$ cat src/design/ppt_pkg.sv
`default_nettype none
package ppt_pkg;

  localparam int SLOTS  = 64;
  localparam int IDX_W  = $clog2(SLOTS);
  localparam int PTR_W  = IDX_W + 1;
  localparam int SLOT_W = 6;

  // reciprocals for divide by constant, followed by one correction step
  localparam logic [31:0] RECIP_G  = 32'd3518437208;  // floor(2^45 / 10000)
  localparam logic [31:0] RECIP_10 = 32'd3435973836;  // floor(2^35 / 10)
  localparam logic [31:0] GRAV_DIV = 32'd10000;
  localparam int          GQ_W     = 19;

  typedef enum logic [2:0] {
    OP_ALLOC = 3'd0,
    OP_FORCE = 3'd1,
    OP_TICK  = 3'd2,
    OP_READ  = 3'd3,
    OP_CLEAR = 3'd4
  } op_e;

  typedef struct packed {
    logic [2:0]         op;
    logic [5:0]         slot_index;
    logic [7:0]         ticks;
    logic signed [31:0] start_x;
    logic signed [31:0] start_y;
    logic signed [31:0] start_z;
    logic signed [31:0] start_vx;
    logic signed [31:0] start_vy;
    logic signed [31:0] start_vz;
    logic [23:0]        start_mass;
    logic [14:0]        start_life;
  } req_t;

  typedef struct packed {
    logic               ok;
    logic [5:0]         slot;
    logic               replaced;
    logic               alive;
    logic signed [31:0] pos_x;
    logic signed [31:0] pos_y;
    logic signed [31:0] pos_z;
    logic signed [31:0] vel_x;
    logic signed [31:0] vel_y;
    logic signed [31:0] vel_z;
    logic [23:0]        mass_out;
    logic signed [15:0] life_left;
  } res_t;

  typedef struct packed {
    logic signed [31:0] px;
    logic signed [31:0] py;
    logic signed [31:0] pz;
    logic signed [31:0] vx;
    logic signed [31:0] vy;
    logic signed [31:0] vz;
    logic [23:0]        mass;
    logic signed [15:0] life;
  } rec_t;

  typedef enum logic [4:0] {
    DP_NOP,
    DP_LOAD,
    DP_ALLOC_RD,
    DP_ALLOC_WR,
    DP_FORCE_RD,
    DP_FORCE_CMP,
    DP_FORCE_WR,
    DP_TICK_RD,
    DP_TICK_LOAD,
    DP_KILL1,
    DP_KILL2,
    DP_M1,
    DP_M2,
    DP_M3,
    DP_M4,
    DP_B1,
    DP_B2,
    DP_B3,
    DP_B4,
    DP_WB,
    DP_READ_RD,
    DP_READ_OUT,
    DP_CLEAR,
    DP_ZERO
  } dp_op_e;

  typedef struct packed {
    logic [2:0] op;
    logic       free_null;
    logic       active_null;
    logic       walk_end;
    logic       next_null;
    logic       guard_last;
    logic       dead;
    logic       bounce;
  } status_t;

  typedef enum logic [4:0] {
    S_IDLE,
    S_DISPATCH,
    S_ALLOC_RD,
    S_ALLOC_WR,
    S_FORCE_RD,
    S_FORCE_CMP,
    S_FORCE_WR,
    S_TICK_CHK,
    S_TICK_RD,
    S_TICK_LOAD,
    S_KILL1,
    S_KILL2,
    S_M1,
    S_M2,
    S_M3,
    S_M4,
    S_B1,
    S_B2,
    S_B3,
    S_B4,
    S_WB,
    S_READ_RD,
    S_READ_OUT,
    S_CLEAR,
    S_ZERO
  } state_e;

endpackage
`default_nettype wire

$ cat src/design/ppt_ctrl.sv
`default_nettype none
module ppt_ctrl (
  input  wire logic             clk_i,
  input  wire logic             rst_ni,
  input  wire logic             start,
  input  wire ppt_pkg::status_t st_i,
  output ppt_pkg::dp_op_e       cmd_o,
  output logic                  busy,
  output logic                  done_o
);

  ppt_pkg::state_e state_q, state_d;
  logic            done_q, done_d;

  always_ff @(posedge clk_i or negedge rst_ni) begin
    if (!rst_ni) begin
      state_q <= ppt_pkg::S_IDLE;
      done_q  <= 1'b0;
    end else begin
      state_q <= state_d;
      done_q  <= done_d;
    end
  end

  always_comb begin
    state_d = state_q;
    unique case (state_q)
      ppt_pkg::S_IDLE:     if (start) state_d = ppt_pkg::S_DISPATCH;
      ppt_pkg::S_DISPATCH: begin
        unique case (st_i.op) inside
          ppt_pkg::OP_ALLOC, ppt_pkg::OP_FORCE: begin
            if (!st_i.free_null) begin
              state_d = ppt_pkg::S_ALLOC_RD;
            end else if (st_i.op == ppt_pkg::OP_FORCE && !st_i.active_null) begin
              state_d = ppt_pkg::S_FORCE_RD;
            end else begin
              state_d = ppt_pkg::S_ZERO;
            end
          end
          ppt_pkg::OP_TICK:  state_d = ppt_pkg::S_TICK_CHK;
          ppt_pkg::OP_READ:  state_d = ppt_pkg::S_READ_RD;
          ppt_pkg::OP_CLEAR: state_d = ppt_pkg::S_CLEAR;
          default:           state_d = ppt_pkg::S_ZERO;
        endcase
      end
      ppt_pkg::S_ALLOC_RD:  state_d = ppt_pkg::S_ALLOC_WR;
      ppt_pkg::S_ALLOC_WR:  state_d = ppt_pkg::S_IDLE;
      ppt_pkg::S_FORCE_RD:  state_d = ppt_pkg::S_FORCE_CMP;
      ppt_pkg::S_FORCE_CMP: state_d = (st_i.next_null || st_i.guard_last) ?
                                      ppt_pkg::S_FORCE_WR : ppt_pkg::S_FORCE_RD;
      ppt_pkg::S_FORCE_WR:  state_d = ppt_pkg::S_IDLE;
      ppt_pkg::S_TICK_CHK:  state_d = st_i.walk_end ? ppt_pkg::S_ZERO : ppt_pkg::S_TICK_RD;
      ppt_pkg::S_TICK_RD:   state_d = ppt_pkg::S_TICK_LOAD;
      ppt_pkg::S_TICK_LOAD: state_d = st_i.dead ? ppt_pkg::S_KILL1 : ppt_pkg::S_M1;
      ppt_pkg::S_KILL1:     state_d = ppt_pkg::S_KILL2;
      ppt_pkg::S_KILL2:     state_d = ppt_pkg::S_TICK_CHK;
      ppt_pkg::S_M1:        state_d = ppt_pkg::S_M2;
      ppt_pkg::S_M2:        state_d = ppt_pkg::S_M3;
      ppt_pkg::S_M3:        state_d = ppt_pkg::S_M4;
      ppt_pkg::S_M4:        state_d = st_i.bounce ? ppt_pkg::S_B1 : ppt_pkg::S_WB;
      ppt_pkg::S_B1:        state_d = ppt_pkg::S_B2;
      ppt_pkg::S_B2:        state_d = ppt_pkg::S_B3;
      ppt_pkg::S_B3:        state_d = ppt_pkg::S_B4;
      ppt_pkg::S_B4:        state_d = ppt_pkg::S_WB;
      ppt_pkg::S_WB:        state_d = ppt_pkg::S_TICK_CHK;
      ppt_pkg::S_READ_RD:   state_d = ppt_pkg::S_READ_OUT;
      ppt_pkg::S_READ_OUT:  state_d = ppt_pkg::S_IDLE;
      ppt_pkg::S_CLEAR:     state_d = ppt_pkg::S_ZERO;
      ppt_pkg::S_ZERO:      state_d = ppt_pkg::S_IDLE;
      default:              state_d = ppt_pkg::S_IDLE;
    endcase
  end

  always_comb begin
    cmd_o  = ppt_pkg::DP_NOP;
    done_d = 1'b0;
    unique case (state_q)
      ppt_pkg::S_IDLE:      cmd_o = start ? ppt_pkg::DP_LOAD : ppt_pkg::DP_NOP;
      ppt_pkg::S_DISPATCH:  cmd_o = ppt_pkg::DP_NOP;
      ppt_pkg::S_ALLOC_RD:  cmd_o = ppt_pkg::DP_ALLOC_RD;
      ppt_pkg::S_ALLOC_WR:  begin cmd_o = ppt_pkg::DP_ALLOC_WR; done_d = 1'b1; end
      ppt_pkg::S_FORCE_RD:  cmd_o = ppt_pkg::DP_FORCE_RD;
      ppt_pkg::S_FORCE_CMP: cmd_o = ppt_pkg::DP_FORCE_CMP;
      ppt_pkg::S_FORCE_WR:  begin cmd_o = ppt_pkg::DP_FORCE_WR; done_d = 1'b1; end
      ppt_pkg::S_TICK_CHK:  cmd_o = ppt_pkg::DP_NOP;
      ppt_pkg::S_TICK_RD:   cmd_o = ppt_pkg::DP_TICK_RD;
      ppt_pkg::S_TICK_LOAD: cmd_o = ppt_pkg::DP_TICK_LOAD;
      ppt_pkg::S_KILL1:     cmd_o = ppt_pkg::DP_KILL1;
      ppt_pkg::S_KILL2:     cmd_o = ppt_pkg::DP_KILL2;
      ppt_pkg::S_M1:        cmd_o = ppt_pkg::DP_M1;
      ppt_pkg::S_M2:        cmd_o = ppt_pkg::DP_M2;
      ppt_pkg::S_M3:        cmd_o = ppt_pkg::DP_M3;
      ppt_pkg::S_M4:        cmd_o = ppt_pkg::DP_M4;
      ppt_pkg::S_B1:        cmd_o = ppt_pkg::DP_B1;
      ppt_pkg::S_B2:        cmd_o = ppt_pkg::DP_B2;
      ppt_pkg::S_B3:        cmd_o = ppt_pkg::DP_B3;
      ppt_pkg::S_B4:        cmd_o = ppt_pkg::DP_B4;
      ppt_pkg::S_WB:        cmd_o = ppt_pkg::DP_WB;
      ppt_pkg::S_READ_RD:   cmd_o = ppt_pkg::DP_READ_RD;
      ppt_pkg::S_READ_OUT:  begin cmd_o = ppt_pkg::DP_READ_OUT; done_d = 1'b1; end
      ppt_pkg::S_CLEAR:     cmd_o = ppt_pkg::DP_CLEAR;
      ppt_pkg::S_ZERO:      begin cmd_o = ppt_pkg::DP_ZERO; done_d = 1'b1; end
      default:              cmd_o = ppt_pkg::DP_NOP;
    endcase
  end

  assign busy   = (state_q != ppt_pkg::S_IDLE);
  assign done_o = done_q;

  // every finishing state hands back to idle
  a_done_idle: assert property (@(posedge clk_i) disable iff (!rst_ni)
    done_q |-> state_q == ppt_pkg::S_IDLE) else $error("done outside idle");
  a_start_go: assert property (@(posedge clk_i) disable iff (!rst_ni)
    start && !busy |=> state_q == ppt_pkg::S_DISPATCH) else $error("request not taken");
  a_one_done: assert property (@(posedge clk_i) disable iff (!rst_ni)
    state_q == ppt_pkg::S_DISPATCH |-> !done_q) else $error("stale done");
  a_wb_walk: assert property (@(posedge clk_i) disable iff (!rst_ni)
    state_q == ppt_pkg::S_WB |=> state_q == ppt_pkg::S_TICK_CHK)
    else $error("walk lost");

endmodule
`default_nettype wire

$ cat config.mk
export PLATFORM = sky130hd
export DESIGN_NAME = ppt_ctrl
export DESIGN_NICKNAME = d
export VERILOG_FILES = /design/src/design/ppt_pkg.sv /design/src/design/ppt_ctrl.sv
export SDC_FILE = /design/constraint.sdc
export NUM_CORES = 1
export LEC_CHECK = 0
export CAP_MARGIN = 10
export CORE_AREA = 4 4 41 43
export CTS_BUF_LIST = sky130_fd_sc_hd__clkbuf_8 sky130_fd_sc_hd__clkbuf_16
export DETAILED_ROUTE_END_ITERATION = 10
export DIE_AREA = 0 0 45 47
export DONT_BUFFER_PORTS = 1
export HOLD_SLACK_MARGIN = 0.08
export PLACE_DENSITY = 0.69
export SYNTH_ARGS = -nofsm -noshare
export SYNTH_HDL_FRONTEND = slang
export SYNTH_SLANG_ARGS = --single-unit
$ cat constraint.sdc
create_clock -name clk_i -period 1.8 [get_ports clk_i]
set_input_delay 0.27 -clock clk_i [delete_from_list [all_inputs] [get_ports clk_i]]
set_output_delay 0.27 -clock clk_i [all_outputs]
set_load 0.1 [all_outputs]
==> impl_metrics.json, run 1 <==
{
  "die_width_um": 45,
  "fin_ws_ns": -0.0121,
  "crit_path_max_incr_delay_ns": 0.51,
  "antenna_found_initial": 0,
  "cp_data_arrival_time_ns": 1.54,
  "nFillCells": 83,
  "layout_commonest_cell": "buf_4",
  "path_buf_inv": 1,
  "period_needed_ns": 1.81,
  "status": "complete, but fails checks",
  "gp_congestion": 0.901,
  "yosys.area.top_type": "dfrtp_1",
  "cts.sinks": 6,
  "stdcell_area_mm2": 0.00103,
  "routed_wl_um": 2270,
  "synthDistinctLibCells": 41,
  "synth_top_cells_by_area": "dfrtp_1 (21%), a21oi_1 (10%), nand2b_1 (5.3%), buf_2 (5.0%), nand2_1 (4.8%)",
  "avgSynthCellArea_um2": 7.32,
  "die-area_mm2": 0.00212,
  "area_delta_synth_final_pct": 46.1,
  "post-dp-hpwl_um": 1460,
  "fin_hold_ws_ns": 0.361,
  "grt_usage_pct": 22.5,
  "ff_latch_area_um2": 154,
  "max_freq_mhz": 552,
  "grt_max_degree": 16,
  "grt_pass1_vias": 771,
  "path_cells": "nand2_2 > a21boi_2 > a2111oi_4 > buf_12",
  "cts_tree": "built",
  "layout-drive-gt1-share_pct": 35.7,
  "start_util_pct": 54.0,
  "setup_viol_count_final": 2,
  "diodes": 0,
  "detail_route.first_pass.iterations": 4,
  "fin_util_pct": 78.9,
  "maxSlewHeadroom_pct": 77.3,
  "numCtsBuffers": 3,
  "syn-num-nets": 109,
  "cts.clk_slew.worst_paths_ns": 0.04,
  "multi_input_area_um2": 579,
  "hold_violations": 0,
  "ctsHtreeMaxLevel": 1,
  "yosys_warnings": 0,
  "drv_slew": 0,
  "cp-start-kind": "flip-flop",
  "drt_iter0_drc": 35,
  "worst-path-max-fanout": 11,
  "post-route-period-util_pct": 101,
  "fp-row-count": 13,
  "worstMarginPinSlew_ns": 0.341,
  "clock_latency_ns": 0.23,
  "r2r_slack_ns": 0.02,
  "netlist_instances": 96,
  "cts-root-buf": "clkbuf_8",
  "crit_family": "flip-flops",
  "drv_cap": 0,
  "ys_seq_elements": 6,
  "synth_edf_count": 0,
  "holdCritPathClass": "input pin to asynchronous set/reset pin",
  "synth_area_um2": 703,
  "port_buffers": 0,
  "grt_pass1_wl_um": 3350,
  "clock_path_buffers": 2,
  "post-route-drc-count": 0,
  "vias": 859,
  "die_h_um": 47,
  "layout_common_cells": "buf_4 (13), a21oi_1 (12), nand2_1 (7), nand2b_1 (6), buf_12 (4)",
  "crit_start": "state_q[2]$_DFFE_PN0P_",
  "seq_area_frac_synth_pct": 21.4,
  "rsz0062_at_grt": "yes",
  "r2r_start": "state_q[0]$_DFFE_PN0P_",
  "wl_per_cell_um": 17.9,
  "violations": "negative setup slack",
  "setup.worst_path.class": "flip-flop to output port",
  "endpoint_kind": "output port",
  "antenna_left": 0,
  "place_ws_ns": 0.149,
  "dpl-instance-area_um2": 901,
  "globalRouteOverflowTotal": 0,
  "avgViaCountPerCell": 6.76,
  "yosysTopAreaCellShare_pct": 21.4,
  "coreArea_mm2": 0.00130,
  "fin_skew_ns": 0.00158,
  "synthFlopType": "dfrtp_1",
  "ios": 20,
  "async_flop_share_pct": 100,
  "cp.required_ns": 1.53,
  "final_nets": 126,
  "critical-path-slowest-cell": "dfrtp_2"
}
## final timing paths
kind / cells after the start / endpoint
worst max-delay path: 4 / cmd_o[1]
worst min-delay path: 1 / done_o$_DFF_PN0_
worst max register to register: 5 / state_q[0]$_DFFE_PN0P_
worst min register to register: 2 / state_q[3]$_DFFE_PN0P_
max in group asynchronous: 1 / state_q[0]$_DFFE_PN0P_
min in group clk_i: 3 / state_q[1]$_DFFE_PN0P_
## cells by family (layout without fill, tap and decap cells)
logic type / count (synthesis) / in the layout / synth area share [%]
AND/OR/NAND/NOR: 35 / 35 / 27.8
flip-flops: 6 / 6 / 21.4
buffers and inverters: 12 / 28 / 8.72
multiplexers: 1 / 1 / 1.42
AO/OA/AOI/OAI: 40 / 40 / 38.3
XOR/XNOR: 2 / 2 / 2.49
## layer usage
layer	vias to the layer above	wire length (um)	track usage, %
met5	-	0	0
met4	0	121	21.1
met3	14	191	4.60
met2	57	1090	35.9
met1	398	866	25.2
li1	390	-	-
## Yosys cell counts (2+ instances only)
cell type and n:
nand2_1 9, nor2_1 5, nor3_1 2, o21ai_0 2, or3b_1 2, nand3_1 2
o2111ai_1 2, inv_1 3, nand2b_1 6, o21bai_1 2, buf_2 7, a31oi_1 3
dfrtp_1 6, nor2b_1 2, a211oi_1 2, a21oi_1 14, o22ai_1 2, o32a_1 2
## registers in the layout, indices dropped and copies added, names as in the netlist
register  cells
state_q       5
done_o        1
## area by class of cell
cell class | instances | area share (%)
Clock buffer | 3 | 4.02
Clock inverter | 1 | 0.365
Inverter | 3 | 1.10
Multi-Input combinational cell | 78 | 56.4
Sequential cell | 6 | 15.0
Tap cell | 15 | 1.83
Timing Repair Buffer | 21 | 21.3
## stage by stage
stage | setup TNS (ns) | std cells
4_1_cts | 0 | 125
3_3_place_gp | 0 | 117
6_report | -0.0123 | 127
2_1_floorplan | -0.704 | 96
5_1_grt | -0.209 | 127
3_5_place_dp | 0 | 117
## worst register-to-register path: stages, from the launching register on
cell and delay [ns]:
dfrtp_2 0.48, clkbuf_2 0.18, or3_1 0.39, a211oi_1 0.29, a21oi_1 0.09, o32a_1 0.21
## what timing repair did
item,in CTS,in global routing
setup endpoints to repair,6,4
gates resized for setup,5,6
hold buffers,1,0
hold endpoints to repair,6,0
pin swaps,1,0
setup buffers,3,2
Power of run 1 is not shown: default switching activity piles up to over one toggle a cycle in this logic, so the estimate is an artifact.
==> inputs of run 2 (changes only) <==
==> constraint.sdc (replaced) <==
create_clock -name clk_i -period 1.8 [get_ports clk_i]
set_input_delay 0.27 -clock clk_i [delete_from_list [all_inputs] [get_ports clk_i]]
set_output_delay 0.27 -clock clk_i [all_outputs]
set_load 0.02 [all_outputs]
==> run 2 against run 1 <==
- the run now ends clean
- die area is the same
- non-clock buffer count shrank 7
- highest routed layer unchanged
- cell area shrank 19%
- final cell count shrank 6.3%
- first-iteration DRC count shrank 60%
- via count shrank 13%
- critical path depth shrank 1
- routed wire length shrank 15%
- sequential share of layout area grew 3.5 points
- clock skew grew 0.0021 ns
- utilization shrank 15 points
- fmax grew 3.4%
==> impl_metrics.json, run 2 (synthesis results as in run 1) <==
{
  "status": "completed",
  "cp-start-kind": "flip-flop",
  "cp.required_ns": 1.53,
  "ios": 20,
  "worst-path-max-fanout": 13,
  "drv_cap": 0,
  "vias": 751,
  "ir_drop_mv": 1.02,
  "hold_violations": 0,
  "port_buffers": 0,
  "path_cells": "nor3_2 > xnor2_1 > and2_1",
  "die-area_mm2": 0.00212,
  "die_width_um": 45,
  "coreArea_mm2": 0.00130,
  "final_nets": 119,
  "total_power_mw": 1.70,
  "stdcell_count": 119,
  "top_register": "state_q",
  "layout_common_cells": "a21oi_1 (14), buf_4 (13), nand2_1 (9), nand2b_1 (6), nor2_1 (4)",
  "area_delta_synth_final_pct": 18.3,
  "globalRouteOverflowTotal": 0,
  "ctsHtreeMaxLevel": 1,
  "max_freq_mhz": 571,
  "setup.worst_path.class": "flip-flop to output port",
  "detail_route.first_pass.iterations": 4,
  "cellPowerDensity_mw_per_mm2": 2050,
  "cts.sinks": 6,
  "numCtsBuffers": 3,
  "drv_slew": 0,
  "nFillCells": 126,
  "grt_usage_pct": 21.3,
  "ff2ff_path_depth": 5,
  "grt_max_degree": 14,
  "r2r_slack_ns": 0.28,
  "avgViaCountPerCell": 6.31,
  "multi_input_area_um2": 499,
  "grt_pass1_vias": 750,
  "largest_register_ffs": 5,
  "placedCellCount": 114,
  "fin_ws_ns": 0.0472,
  "rsz0062_at_grt": "yes",
  "antenna_found_initial": 0,
  "ff_latch_area_um2": 154,
  "clock_latency_ns": 0.22,
  "worstMarginPinSlew_ns": 0.319,
  "critical-path-slowest-cell": "dfrtp_2",
  "cp_data_arrival_time_ns": 1.48,
  "place_ws_ns": 0.218,
  "grt_pass1_wl_um": 3270,
  "fp-row-count": 13,
  "fin_util_pct": 63.9,
  "wl_per_cell_um": 16.2,
  "stdcell_area_um2": 832,
  "post-route-period-util_pct": 97.4,
  "r2r_start": "state_q[1]$_DFFE_PN0P_",
  "drt_iter0_drc": 14,
  "cts_tree": "built",
  "crit_path_max_incr_delay_ns": 0.50,
  "gp_congestion": 0.856,
  "layout-drive-gt1-share_pct": 22.1,
  "die_h_um": 47,
  "layout_commonest_cell": "a21oi_1",
  "reg2reg_to": "state_q[0]$_DFFE_PN0P_",
  "antenna_left": 0,
  "fin_skew_ns": 0.00366,
  "p_leak_nw": 0.335,
  "cts-root-buf": "clkbuf_8",
  "maxSlewHeadroom_pct": 78.7,
  "post-route-drc-count": 0,
  "start_util_pct": 54.0,
  "clock_path_buffers": 2,
  "routed_wl_um": 1930,
  "endpoint_kind": "output port",
  "cts.clk_slew.worst_paths_ns": 0.04,
  "diodes": 0,
  "holdCritPathClass": "input pin to asynchronous set/reset pin",
  "setup_viol_count_final": 0,
  "post-dp-hpwl_um": 1340,
  "dpl-instance-area_um2": 767,
  "period_needed_ns": 1.75
}
## run 2: changes by cell type in the layout (fill, tap and decap cells not counted), moves of 2 or more
cell | before | now
nand2_1 | 7 | 9
a21oi_2 | 2 | 0
nand2_2 | 2 | 0
a21oi_1 | 12 | 14
buf_12 | 4 | 0
## run 2: per-stage QoR
step	hold slack [ns]	setup TNS (ns)
floorplan	-0.0256	0
global placement	-0.0255	0
detailed placement	-0.0255	0
CTS	0.357	0
global route	0.361	-0.0890
finish	0.356	0
## run 2: power by group
part,switching (mW),internal (mW)
registers,0.152,0.203
logic,0.621,0.527
clock network,0.0588,0.144
## run 2: area by class of cell
| cell class | instances | share of cell area [%] |
|---|---|---|
| Sequential cell | 6 | 18.5 |
| Timing Repair Buffer | 14 | 12.9 |
| Clock buffer | 3 | 4.96 |
| Multi-Input combinational cell | 78 | 60.0 |
| Inverter | 3 | 1.35 |
| Tap cell | 15 | 2.26 |
## run 2: timing repair
action	4_1_cts	5_1_grt
setup buffers	0	1
hold endpoints to repair	6	0
gates resized for setup	2	2
hold buffers	1	0
setup endpoints to repair	3	5
## run 2: routing by layer
layer / global-route usage (%) / routed length, um / up-vias
li1: - / - / 371
met1: 26.8 / 851 / 353
met2: 32.5 / 951 / 25
met3: 4.21 / 104 / 2
met4: 15.2 / 21 / 0
met5: 0 / 0 / -
## run 2: critical path: cells and delay by family, from the launching register on
kind | cells | cell delay (ns)
flip-flops | 1 | 0.50
AND/OR/NAND/NOR | 2 | 0.60
XOR/XNOR | 1 | 0.15
## run 2: how the worst max path moves through the flow
stage / startpoint / endpoint / slack [ns] / cells after the start
2_1_floorplan: state_q[1]$_DFFE_PN0P_ / cmd_o[1] / 0.1 / 5
3_3_place_gp: state_q[2]$_DFFE_PN0P_ / cmd_o[4] / 0.19 / 3
4_1_cts: state_q[3]$_DFFE_PN0P_ / cmd_o[1] / 0.008 / 4
6_report: state_q[2]$_DFFE_PN0P_ / cmd_o[4] / 0.05 / 3
3_5_place_dp: state_q[2]$_DFFE_PN0P_ / cmd_o[4] / 0.22 / 3
5_1_grt: state_q[2]$_DFFE_PN0P_ / cmd_o[4] / -0.02 / 3
Note: power is estimated with default switching activity, not from simulation.
